===== src/rtl/core/bcc_pkg.sv =====
// ----------------------------------------------------------------------------
// bcc_pkg: shared types and constants for the button click classifier
// Holds register indexes, reset values and the flag and event structs.
// ----------------------------------------------------------------------------
package bcc_pkg;

  // configuration register widths and indexes
  localparam int unsigned CfgWidth    = 16;
  localparam int unsigned CfgIdxWidth = 2;

  localparam logic [CfgIdxWidth-1:0] RegDebounce    = 2'd0;
  localparam logic [CfgIdxWidth-1:0] RegDoubleClick = 2'd1;
  localparam logic [CfgIdxWidth-1:0] RegLongPress   = 2'd2;

  // register reset values in ticks
  localparam logic [CfgWidth-1:0] DebounceReset    = 16'd50;
  localparam logic [CfgWidth-1:0] DoubleClickReset = 16'd500;
  localparam logic [CfgWidth-1:0] LongPressReset   = 16'd1000;

  // level codes of the active-low button
  localparam logic LevelPressed  = 1'b0;
  localparam logic LevelReleased = 1'b1;

  // classifier flags carried from tick to tick
  typedef struct packed {
    logic stable_level;
    logic last_sample;
    logic click_pending;
    logic wait_double;
    logic long_handled;
    logic long_active;
  } flags_t;

  localparam flags_t FlagsReset = '{
    stable_level:  LevelReleased,
    last_sample:   LevelReleased,
    click_pending: 1'b0,
    wait_double:   1'b0,
    long_handled:  1'b0,
    long_active:   1'b0
  };

  // events and status of one tick
  typedef struct packed {
    logic is_pressed;
    logic long_press_event;
    logic double_click_event;
    logic click_event;
  } events_t;

endpackage


===== src/rtl/core/bcc_step.sv =====
// ----------------------------------------------------------------------------
// bcc_step: next-state logic of one tick
// Debounce, press classification, long press and click confirmation.
// ----------------------------------------------------------------------------
module bcc_step #(
  parameter int unsigned TIMER_WIDTH = 16
) (
  input  logic                           sample_i,
  input  bcc_pkg::flags_t                flags_i,
  input  logic [TIMER_WIDTH-1:0]         deb_elapsed_i,
  input  logic [TIMER_WIDTH-1:0]         press_elapsed_i,
  input  logic [bcc_pkg::CfgWidth-1:0]   debounce_ms_i,
  input  logic [bcc_pkg::CfgWidth-1:0]   double_click_ms_i,
  input  logic [bcc_pkg::CfgWidth-1:0]   long_press_ms_i,
  output bcc_pkg::flags_t                flags_o,
  output logic [TIMER_WIDTH-1:0]         deb_elapsed_o,
  output logic [TIMER_WIDTH-1:0]         press_elapsed_o,
  output bcc_pkg::events_t               events_o
);

  localparam int unsigned CmpW =
    (TIMER_WIDTH > bcc_pkg::CfgWidth) ? TIMER_WIDTH : bcc_pkg::CfgWidth;
  localparam logic [TIMER_WIDTH-1:0] TimerMax = '1;

  logic [TIMER_WIDTH-1:0] deb_inc, press_inc;
  logic [CmpW-1:0]        deb_x, press_inc_x, press_fin_x;
  logic [CmpW-1:0]        deb_ms_x, dbl_ms_x, long_ms_x;
  logic                   accept_level;
  bcc_pkg::flags_t        f;
  bcc_pkg::events_t       ev;
  logic [TIMER_WIDTH-1:0] press_fin;

  // saturating tick counters, raw change restarts debounce
  assign deb_inc   = (deb_elapsed_i == TimerMax) ? TimerMax : deb_elapsed_i + 1'b1;
  assign press_inc = (press_elapsed_i == TimerMax) ? TimerMax : press_elapsed_i + 1'b1;

  assign deb_x       = (sample_i != flags_i.last_sample) ? '0 : CmpW'(deb_inc);
  assign press_inc_x = CmpW'(press_inc);
  assign deb_ms_x    = CmpW'(debounce_ms_i);
  assign dbl_ms_x    = CmpW'(double_click_ms_i);
  assign long_ms_x   = CmpW'(long_press_ms_i);

  assign accept_level = (deb_x > deb_ms_x) && (sample_i != flags_i.stable_level);

  // classification in the order of one tick
  always_comb begin
    f         = flags_i;
    ev        = '0;
    press_fin = press_inc;

    // debounced level and press handling
    if (accept_level) begin
      f.stable_level = sample_i;
      if (sample_i == bcc_pkg::LevelPressed) begin
        if (flags_i.wait_double && (press_inc_x < dbl_ms_x)) begin
          ev.double_click_event = 1'b1;
          f.wait_double         = 1'b0;
          f.click_pending       = 1'b0;
        end else begin
          f.click_pending = 1'b1;
          f.wait_double   = 1'b1;
          f.long_active   = 1'b1;
        end
        press_fin = '0;
      end
    end

    // long press detection
    if ((f.stable_level == bcc_pkg::LevelPressed) &&
        (CmpW'(press_fin) > long_ms_x) && !f.long_handled) begin
      ev.long_press_event = 1'b1;
      f.long_handled      = 1'b1;
      f.wait_double       = 1'b0;
      f.click_pending     = 1'b0;
      f.long_active       = 1'b0;
    end

    // release handling
    if (f.stable_level == bcc_pkg::LevelReleased) begin
      f.long_handled = 1'b0;
      f.long_active  = 1'b0;
    end

    f.last_sample = sample_i;

    // single click confirmation
    if (f.click_pending && !f.long_active && (CmpW'(press_fin) > dbl_ms_x)) begin
      ev.click_event  = 1'b1;
      f.click_pending = 1'b0;
      f.wait_double   = 1'b0;
    end

    ev.is_pressed = (f.stable_level == bcc_pkg::LevelPressed);
  end

  assign press_fin_x     = CmpW'(press_fin);
  assign flags_o         = f;
  assign events_o        = ev;
  assign deb_elapsed_o   = deb_x[TIMER_WIDTH-1:0];
  assign press_elapsed_o = press_fin_x[TIMER_WIDTH-1:0];

endmodule


===== src/rtl/core/button_click_classifier.sv =====
// ----------------------------------------------------------------------------
// button_click_classifier: debounced click, double click and long press
// One tick word in, one event word out; state updates on each accepted tick.
// ----------------------------------------------------------------------------
//  channel   dir  fields (lsb first)                               handshake
//  s_axis    in   tdata: pin_level                                 tvalid/tready
//  m_axis    out  tdata: click, double_click, long_press, pressed  tvalid/tready
//  cfg       in   cfg_idx_i, cfg_wdata_i                           cfg_we_i
//
//  one tick word per cycle while the sink keeps up; its event word shows in the
//  output register in the cycle after acceptance
//  s_axis_tready is high when the output register is empty or being taken,
//  so ticks stream back to back while the sink keeps up
//  reset restores the default thresholds and clears all counters and flags
//  a stalled sink holds the output word and stalls the input side
// ----------------------------------------------------------------------------
module button_click_classifier #(
  parameter int unsigned TIMER_WIDTH = 16
) (
  input  logic                              clk_i,
  input  logic                              rst_ni,
  input  logic                              cfg_we_i,
  input  logic [bcc_pkg::CfgIdxWidth-1:0]   cfg_idx_i,
  input  logic [bcc_pkg::CfgWidth-1:0]      cfg_wdata_i,
  input  logic                              s_axis_tvalid,
  output logic                              s_axis_tready,
  input  logic [7:0]                        s_axis_tdata,  // [0] pin_level
  output logic                              m_axis_tvalid,
  input  logic                              m_axis_tready,
  // [0] click_event [1] double_click_event [2] long_press_event [3] is_pressed
  output logic [7:0]                        m_axis_tdata
);

  logic [bcc_pkg::CfgWidth-1:0] debounce_ms_q, double_click_ms_q, long_press_ms_q;
  bcc_pkg::flags_t              flags_q, flags_d;
  logic [TIMER_WIDTH-1:0]       deb_elapsed_q, deb_elapsed_d;
  logic [TIMER_WIDTH-1:0]       press_elapsed_q, press_elapsed_d;
  bcc_pkg::events_t             events_d, out_q;
  logic                         out_valid_q;
  logic                         in_fire;

  // configuration registers
  always_ff @(posedge clk_i or negedge rst_ni) begin
    if (!rst_ni) begin
      debounce_ms_q     <= bcc_pkg::DebounceReset;
      double_click_ms_q <= bcc_pkg::DoubleClickReset;
      long_press_ms_q   <= bcc_pkg::LongPressReset;
    end else if (cfg_we_i) begin
      unique case (cfg_idx_i)
        bcc_pkg::RegDebounce:    debounce_ms_q     <= cfg_wdata_i;
        bcc_pkg::RegDoubleClick: double_click_ms_q <= cfg_wdata_i;
        bcc_pkg::RegLongPress:   long_press_ms_q   <= cfg_wdata_i;
        default: ;
      endcase
    end
  end

  // tick handshake
  assign s_axis_tready = !out_valid_q || m_axis_tready;
  assign in_fire       = s_axis_tvalid && s_axis_tready;

  bcc_step #(
    .TIMER_WIDTH (TIMER_WIDTH)
  ) u_step (
    .sample_i          (s_axis_tdata[0]),
    .flags_i           (flags_q),
    .deb_elapsed_i     (deb_elapsed_q),
    .press_elapsed_i   (press_elapsed_q),
    .debounce_ms_i     (debounce_ms_q),
    .double_click_ms_i (double_click_ms_q),
    .long_press_ms_i   (long_press_ms_q),
    .flags_o           (flags_d),
    .deb_elapsed_o     (deb_elapsed_d),
    .press_elapsed_o   (press_elapsed_d),
    .events_o          (events_d)
  );

  // classifier state
  always_ff @(posedge clk_i or negedge rst_ni) begin
    if (!rst_ni) begin
      flags_q         <= bcc_pkg::FlagsReset;
      deb_elapsed_q   <= '0;
      press_elapsed_q <= '0;
    end else if (in_fire) begin
      flags_q         <= flags_d;
      deb_elapsed_q   <= deb_elapsed_d;
      press_elapsed_q <= press_elapsed_d;
    end
  end

  // output register
  always_ff @(posedge clk_i or negedge rst_ni) begin
    if (!rst_ni) begin
      out_valid_q <= 1'b0;
    end else if (in_fire) begin
      out_valid_q <= 1'b1;
    end else if (m_axis_tready) begin
      out_valid_q <= 1'b0;
    end
  end

  always_ff @(posedge clk_i) begin
    if (in_fire) begin
      out_q <= events_d;
    end
  end

  assign m_axis_tvalid = out_valid_q;
  assign m_axis_tdata  = {4'b0000, out_q};

  // at most one event per word
  a_one_event: assert property (@(posedge clk_i) disable iff (!rst_ni)
    m_axis_tvalid |-> $onehot0({out_q.click_event, out_q.double_click_event,
                                out_q.long_press_event}))
    else $error("more than one event in a word");

  // long press and double click only while pressed
  a_long_pressed: assert property (@(posedge clk_i) disable iff (!rst_ni)
    (m_axis_tvalid && (out_q.long_press_event || out_q.double_click_event))
      |-> out_q.is_pressed)
    else $error("press event while released");

  // pressed status in the word matches the debounced level
  a_level_match: assert property (@(posedge clk_i) disable iff (!rst_ni)
    in_fire |=> (out_q.is_pressed == (flags_q.stable_level == bcc_pkg::LevelPressed)))
    else $error("status does not match debounced level");

  // a pending click is never left while a long press is being held
  a_long_cancels: assert property (@(posedge clk_i) disable iff (!rst_ni)
    flags_q.long_handled |-> !flags_q.click_pending)
    else $error("click pending after long press");

endmodule


===== config.mk =====
export PLATFORM = sky130hd
export DESIGN_NAME = button_click_classifier
export DESIGN_NICKNAME = d
export VERILOG_FILES = /design/src/rtl/core/bcc_pkg.sv /design/src/rtl/core/bcc_step.sv /design/src/rtl/core/button_click_classifier.sv
export SDC_FILE = /design/constraint.sdc
export NUM_CORES = 1
export LEC_CHECK = 0
export BUFFER_PORTS_ARGS = -buffer_cell sky130_fd_sc_hd__buf_4
export CAP_MARGIN = 20
export CORE_MARGIN = 4
export CORE_UTILIZATION = 50
export CTS_CLUSTER_DIAMETER = 30
export DETAILED_ROUTE_END_ITERATION = 6
export PLACE_DENSITY = 0.67
export SYNTH_ARGS = -nofsm -noshare
export SYNTH_HDL_FRONTEND = slang
export SYNTH_SLANG_ARGS = --single-unit

===== constraint.sdc =====
create_clock -name clk_i -period 7.4 [get_ports clk_i]
set_clock_uncertainty 0.05 [all_clocks]
set_input_delay 0.74 -clock clk_i [delete_from_list [all_inputs] [get_ports clk_i]]
set_output_delay 0.74 -clock clk_i [all_outputs]
set_load 0.1 [all_outputs]

# After elaboration in Yosys (flattened, before gate mapping)
# Cells that the tools add are included.
# totals
ram_bits	0
regBits	91
memories	0
latchBits	0
word_cells	72
rom_bits	0
# op_classes
mux	20
shifts	0
n_eq_ne	7
reduce_logical	21
n_mul	0
n_div	0
bitwise	2
n_addsub	2
n_lt_le_gt_ge	4
# op_table
op	count
$mux 16	5
$gt 16x16->1	3
$add 16x1->16 const B	2
$eq 16x16->1 const B	2
$lt 16x16->1	1
$mux 2	5
$mux 1	9
$reduce_and 2->1	4
$logic_and 1x1->1	7
$mux 4	1
$reduce_bool 2->1	2
$logic_not 1->1	3
$ne 3x1->1 const B	1
$reduce_and 3->1	1
$reduce_bool 3->1	1
$eq 2x1->1 const B	1
$eq 2x2->1 const B	1
$logic_not 2->1	1
$ne 1x1->1	2
$not 1->1	2
$reduce_or 2->1	1
$logic_or 1x1->1	1

# Logic depth before layout (Yosys ltp)
# depth
word_depth	16
mapped_depth	24
ltp_nobuf	23

# Cells and area by module
# A second synthesis with hierarchy kept.
# hier_totals
cells_unflattened	585
hier_area_um2	6020.8
# modules_own_cells
module	cells_per_inst	n_inst	area_per_inst_um2
button_click_classifier	196	1	3445.8
bcc_step	389	1	2575.0

# Least setup slack after synthesis
# Ideal clock, no wire load.
# synth_path
path_type	register -> register
from	register deb_elapsed_q[0]
to	register flags_q[2] (netlist bit)
period_less_slack_ps	5563
path_buffers	3
t_arrival_ps	5427
setup_ps	86
path_slack_ps	1837
path_stages_with_launch	25
path_cell_list	dfrtp_1 -> ha_1 -> nand4_1 -> nor3_2 -> nand3_2 -> or2_2 -> buf_2 -> buf_2 -> a21oi_1 -> ha_1 -> a21oi_2 -> o21ai_1 -> or3_4 -> nor3_1 -> nor2_2 -> clkbuf_1 -> nor2_1 -> ha_1 -> a21oi_1 -> o21ai_0 -> a2111oi_0 -> nor2_1 -> o41a_1 -> a32o_1 -> nor3_1
# synth_between
elab_chain_len	16
word_cells_on_any_way	24
classes_between	1 x add/sub; 3 x order compare; 2 x eq/ne; 9 x mux; 1 x bitwise; 8 x reduce/logical
# synth_lines
element	line_no	source
start: declaration	button_click_classifier.sv:36	logic [TIMER_WIDTH-1:0] deb_elapsed_q, deb_elapsed_d;
start signal: assignment	button_click_classifier.sv:86	deb_elapsed_q <= deb_elapsed_d;
$add 16x1->16 / $eq 16x16->1 (equally long branches)	bcc_step.sv:34	assign deb_inc = (deb_elapsed_i == TimerMax) ? TimerMax : deb_elapsed_i + 1'b1;
$mux 16 (*)	bcc_step.sv:34	
$mux 16 (*)	bcc_step.sv:37	assign deb_x = (sample_i != flags_i.last_sample) ? '0 : CmpW'(deb_inc);
net deb_elapsed_d[13]	button_click_classifier.sv:36	
$gt 16x16->1 (*)	bcc_step.sv:43	assign accept_level = (deb_x > deb_ms_x) && (sample_i != flags_i.stable_level);
$logic_and 1x1->1 (*)	bcc_step.sv:43	
$mux 16 (*)	bcc_step.sv:52	if (accept_level) begin
net press_elapsed_d[7]	button_click_classifier.sv:37	logic [TIMER_WIDTH-1:0] press_elapsed_q, press_elapsed_d;
$gt 16x16->1	bcc_step.sv:70	(CmpW'(press_fin) > long_ms_x) && !f.long_handled) begin
$logic_and 1x1->1	bcc_step.sv:69	if ((f.stable_level == bcc_pkg::LevelPressed) &&
$logic_and 1x1->1	bcc_step.sv:70	
$mux 4	bcc_step.sv:69	
$mux 2	bcc_step.sv:79	if (f.stable_level == bcc_pkg::LevelReleased) begin
$logic_not 1->1	bcc_step.sv:87	if (f.click_pending && !f.long_active && (CmpW'(press_fin) > dbl_ms_x)) begin
$logic_and 1x1->1 (2 in a row)	bcc_step.sv:87	
$ne 3x1->1 (no line) / $reduce_bool 3->1 (equally long branches)	n/a	
$reduce_and 3->1 (no line)	n/a	
end signal: assignment	button_click_classifier.sv:81	flags_q <= bcc_pkg::FlagsReset;
end signal: assignment	button_click_classifier.sv:85	flags_q <= flags_d;
end: declaration	button_click_classifier.sv:35	bcc_pkg::flags_t flags_q, flags_d;
# Mark *: on every way through the listed nets, which the timed path passes. The rest lies on a longest branch. The select of a mux whose other input is x is not followed.
# A chain may end at the register's enable or synchronous reset.

==> summary.md <==
| Metric | Value |
|---|---|
| Post-DP Area | 6380 um^2 |
| Worst skew pair latency | 0.35 ns |
| Top cells by area, synth | dfrtp_1, ha_1, mux2_2 |
| Total grt overflow | 0 |
| Seq/Total Area, Yosys | 38.3% |
| CP Max Fanout | 24 |
| FMAX | 157 MHz |
| Ratio of final minimum period to clock period | 85.9% |
| RR Endpoint | m_axis_tdata[0] |
| Vias/cell | 5.83 |
| Leading cell type in the layout, fill and taps excluded | nand2_1 |
| Unrepaired setup endpoints after global routing | no |
| Setup TNS | 0 ns |
| Most used flip-flop cell after synthesis | dfrtp_1 |
| Cells after Synth | 652 |
| Post-CTS Setup Repair Bufs | 0 |
| Hold WC Path Type | input pin to async pin |
| Syn_area_per_cell | 9.28 um^2 |
| Layout cells sized above 1 | 18.3% |
| Synth unique cells | 59 |
| # diodes | 0 |
| Largest net degree at the start of global routing | 60 |
| Post-CTS Hold Buffers | 0 |
| Warnings, synthesis | 0 |
| WL final | 14.2 mm |
| Clk slew on worst S/H paths | 0.07 ns |
| FF-to-FF path depth | 22 |
| H-tree levels | 3 |
| Critical Path Start | deb_elapsed_q[0] |
| PostCTS Resize Cnt | 0 |
| Chip width | 118 um |
| Routed via count | 4793 |
| WL/cell | 17.3 um |
| CTS Buffer Depth | 2 |
| Area growth, synth to finish | 10.2% |
| Worst reg2reg path startpoint | deb_elapsed_q[0] |
| #FFs+latches synth | 91 |
| Fin area | 6670 um^2 |
| Initial antenna violation count | 0 |
| FP Rows | 39 |
| Yosys top cell by area | dfrtp_1 |
| Final Max Slew Viols | 0 |
| Mapped Area | 6050 um^2 |
| Final Hold Vio Count | 0 |
| Setup CP Type | flop to flop |
| Clock period minus worst slack | 6.36 ns |
| Hpwl dp | 10.9 mm |
| Die area | 13900 um^2 |
| R2R Setup Slk | 1.04 ns |
| Crit. End Element | flop |
| Share of the synthesized area in the top cell type | 28.9% |
| DRC | 0 |
| CTS tree | done |
| 1st-iter DRT viols | 289 |
| GRT Overall Usage | 20.6% |
| Critical path data required time | 7.51 ns |
| PortBufs | 29 |
| Worst Tran Pin Value | 0.970 ns |
| Max-cap violations | 0 |
| Asr flop ratio synth | 95.6% |
| Status | completed |
| # setup viols final | 0 |
| Rel. slew slack | 35.1% |
| Final ANT Viol Nets | 0 |
| Initial Util | 52.1% |
| Die Height | 118 um |
| TritonCTS buffer count | 9 |
| Commonest cells after routing, fill and taps aside | nand2_1, dfrtp_1, ha_1 |
| Vias in the first global route | 4608 |
| Placer Congestion | 0.944 |
| Critical Path Sink | m_axis_tdata[0] |
| Startpoint Class | flop |
| Clk sinks | 91 |
| Power per cell area | 274 nW/um^2 |
| Worst EP arrival | 6.46 ns |
| DRT Pass-1 Iters | 5 |
| # IOs | 41 |
| Layout filler cell count | 1060 |
| Nets | 770 |
| Clock Root Buffer | clkbuf_16 |
| Core box area | 11600 um^2 |
| Leak | 0.00311 uW |
| First-pass GRT wire length | 23.2 mm |
| Number of flops mapped to enable cells by yosys | 4 |
| VDD IR max | 143 uV |
==> stage by stage <==
step	std cells	setup WS (ns)	total power, uW	hold slack, ns	utilization (%)
final	822	1.04	1830	0.252	57.4
after floorplan	655	1.84	1180	0.394	-
after CTS	822	1.05	1840	0.262	57.4
after global placement	806	1.23	1330	0.420	55.0
after global routing	822	0.453	1970	0.285	57.4
after detailed placement	806	1.10	1380	0.425	55.0
==> sequential cells by signal, indices dropped and copies added, names as in the netlist <==
| signal | count |
|---|---|
| deb_elapsed_q | 16 |
| flags_q | 6 |
| long_press_ms_q | 16 |
| debounce_ms_q | 16 |
| m_axis_tdata | 4 |
| m_axis_tvalid | 1 |
| double_click_ms_q | 16 |
| press_elapsed_q | 16 |
==> power by group <==
part           internal (uW)  total (uW)  switching (uW)
clock                    261         458             197
sequential               604         683            78.6
combinational            285         689             404
==> layer usage <==
layer  global-route usage (%)  share of wire (%)  vias to the layer above
li1                         -                  -                     2347
met1                     29.4                 48                     2338
met2                     32.6                 46                       95
met3                     3.12                4.0                       13
met4                     6.23                1.3                        0
met5                        0                  0                        -
==> synth_stat cells, types with 3 or more instances <==
cell type / n
a21o_1: 8
a21oi_2: 4
nand4_1: 15
xor2_1: 11
o31ai_1: 12
and3_1: 6
dfstp_2: 17
nand2_1: 80
mux2i_1: 3
buf_2: 6
a31oi_1: 3
nor4_1: 5
and4_1: 6
o211ai_1: 4
o22a_1: 5
dfrtp_1: 70
clkbuf_1: 15
nand3b_1: 4
inv_1: 59
ha_1: 65
edfxtp_1: 4
nand3_1: 11
o21ai_0: 31
nor2b_1: 6
o21a_1: 3
a21oi_1: 61
nor2_1: 36
nand2b_1: 4
mux2_2: 40
xnor2_1: 10
a31o_2: 3
buf_4: 4
nor3_1: 7
a41oi_1: 3
==> area by class of cell <==
type / count / area (um^2) / share of cell area, %
clock buffers: 11 / 233 / 3.49
clock inverters: 5 / 55.1 / 0.825
inverters: 60 / 225 / 3.38
multi-input cells: 478 / 3400 / 51.0
flip-flops and latches: 91 / 2320 / 34.8
well taps: 143 / 179 / 2.68
repair buffers: 34 / 255 / 3.83
==> how the worst min path moves through the flow <==
stage                           from             endpoint  slack [ns]  cells after the start
after detailed placement  flags_q[4]           flags_q[4]        0.42                      2
final                         rst_ni  press_elapsed_q[15]        0.25                      1
after floorplan               rst_ni     deb_elapsed_q[0]        0.39                      0
after global placement    flags_q[4]           flags_q[4]        0.42                      2
after CTS                     rst_ni  press_elapsed_q[15]        0.26                      1
after global routing          rst_ni  press_elapsed_q[15]        0.28                      1
==> worst max-delay path, cell delays in order (launching register included) <==
cell	delay [ns]
dfrtp_1	0.41
ha_1	0.28
nand4_1	0.21
nor3_2	0.37
nand3_2	0.18
or2_2	0.50
a21oi_1	0.23
ha_1	0.27
a21oi_1	0.15
o21bai_1	0.11
or3_4	0.39
nor3_1	0.39
nor2_2	0.08
buf_4	0.24
nor2_1	0.20
ha_1	0.29
a21oi_1	0.15
o21ai_0	0.09
a2111oi_0	0.47
nor2_1	0.14
o41a_1	0.52
o21a_1	0.22
nor3_1	0.21
==> cells by family (layout without fill, tap and decap cells) <==
| logic type | after synthesis | after routing | synth area share [%] |
|---|---|---|---|
| AOI/OAI and AO/OA | 152 | 152 | 15.8 |
| xor gates and xnor gates | 21 | 21 | 3.04 |
| DFF | 91 | 91 | 38.3 |
| other | 1 | 4 | 0.0620 |
| and+or+nand+nor | 193 | 193 | 15.7 |
| muxes | 43 | 43 | 7.94 |
| buffers and inverters | 86 | 110 | 5.71 |
| adders and majority gates | 65 | 65 | 13.4 |
Power figures use the tool's default switching activity.
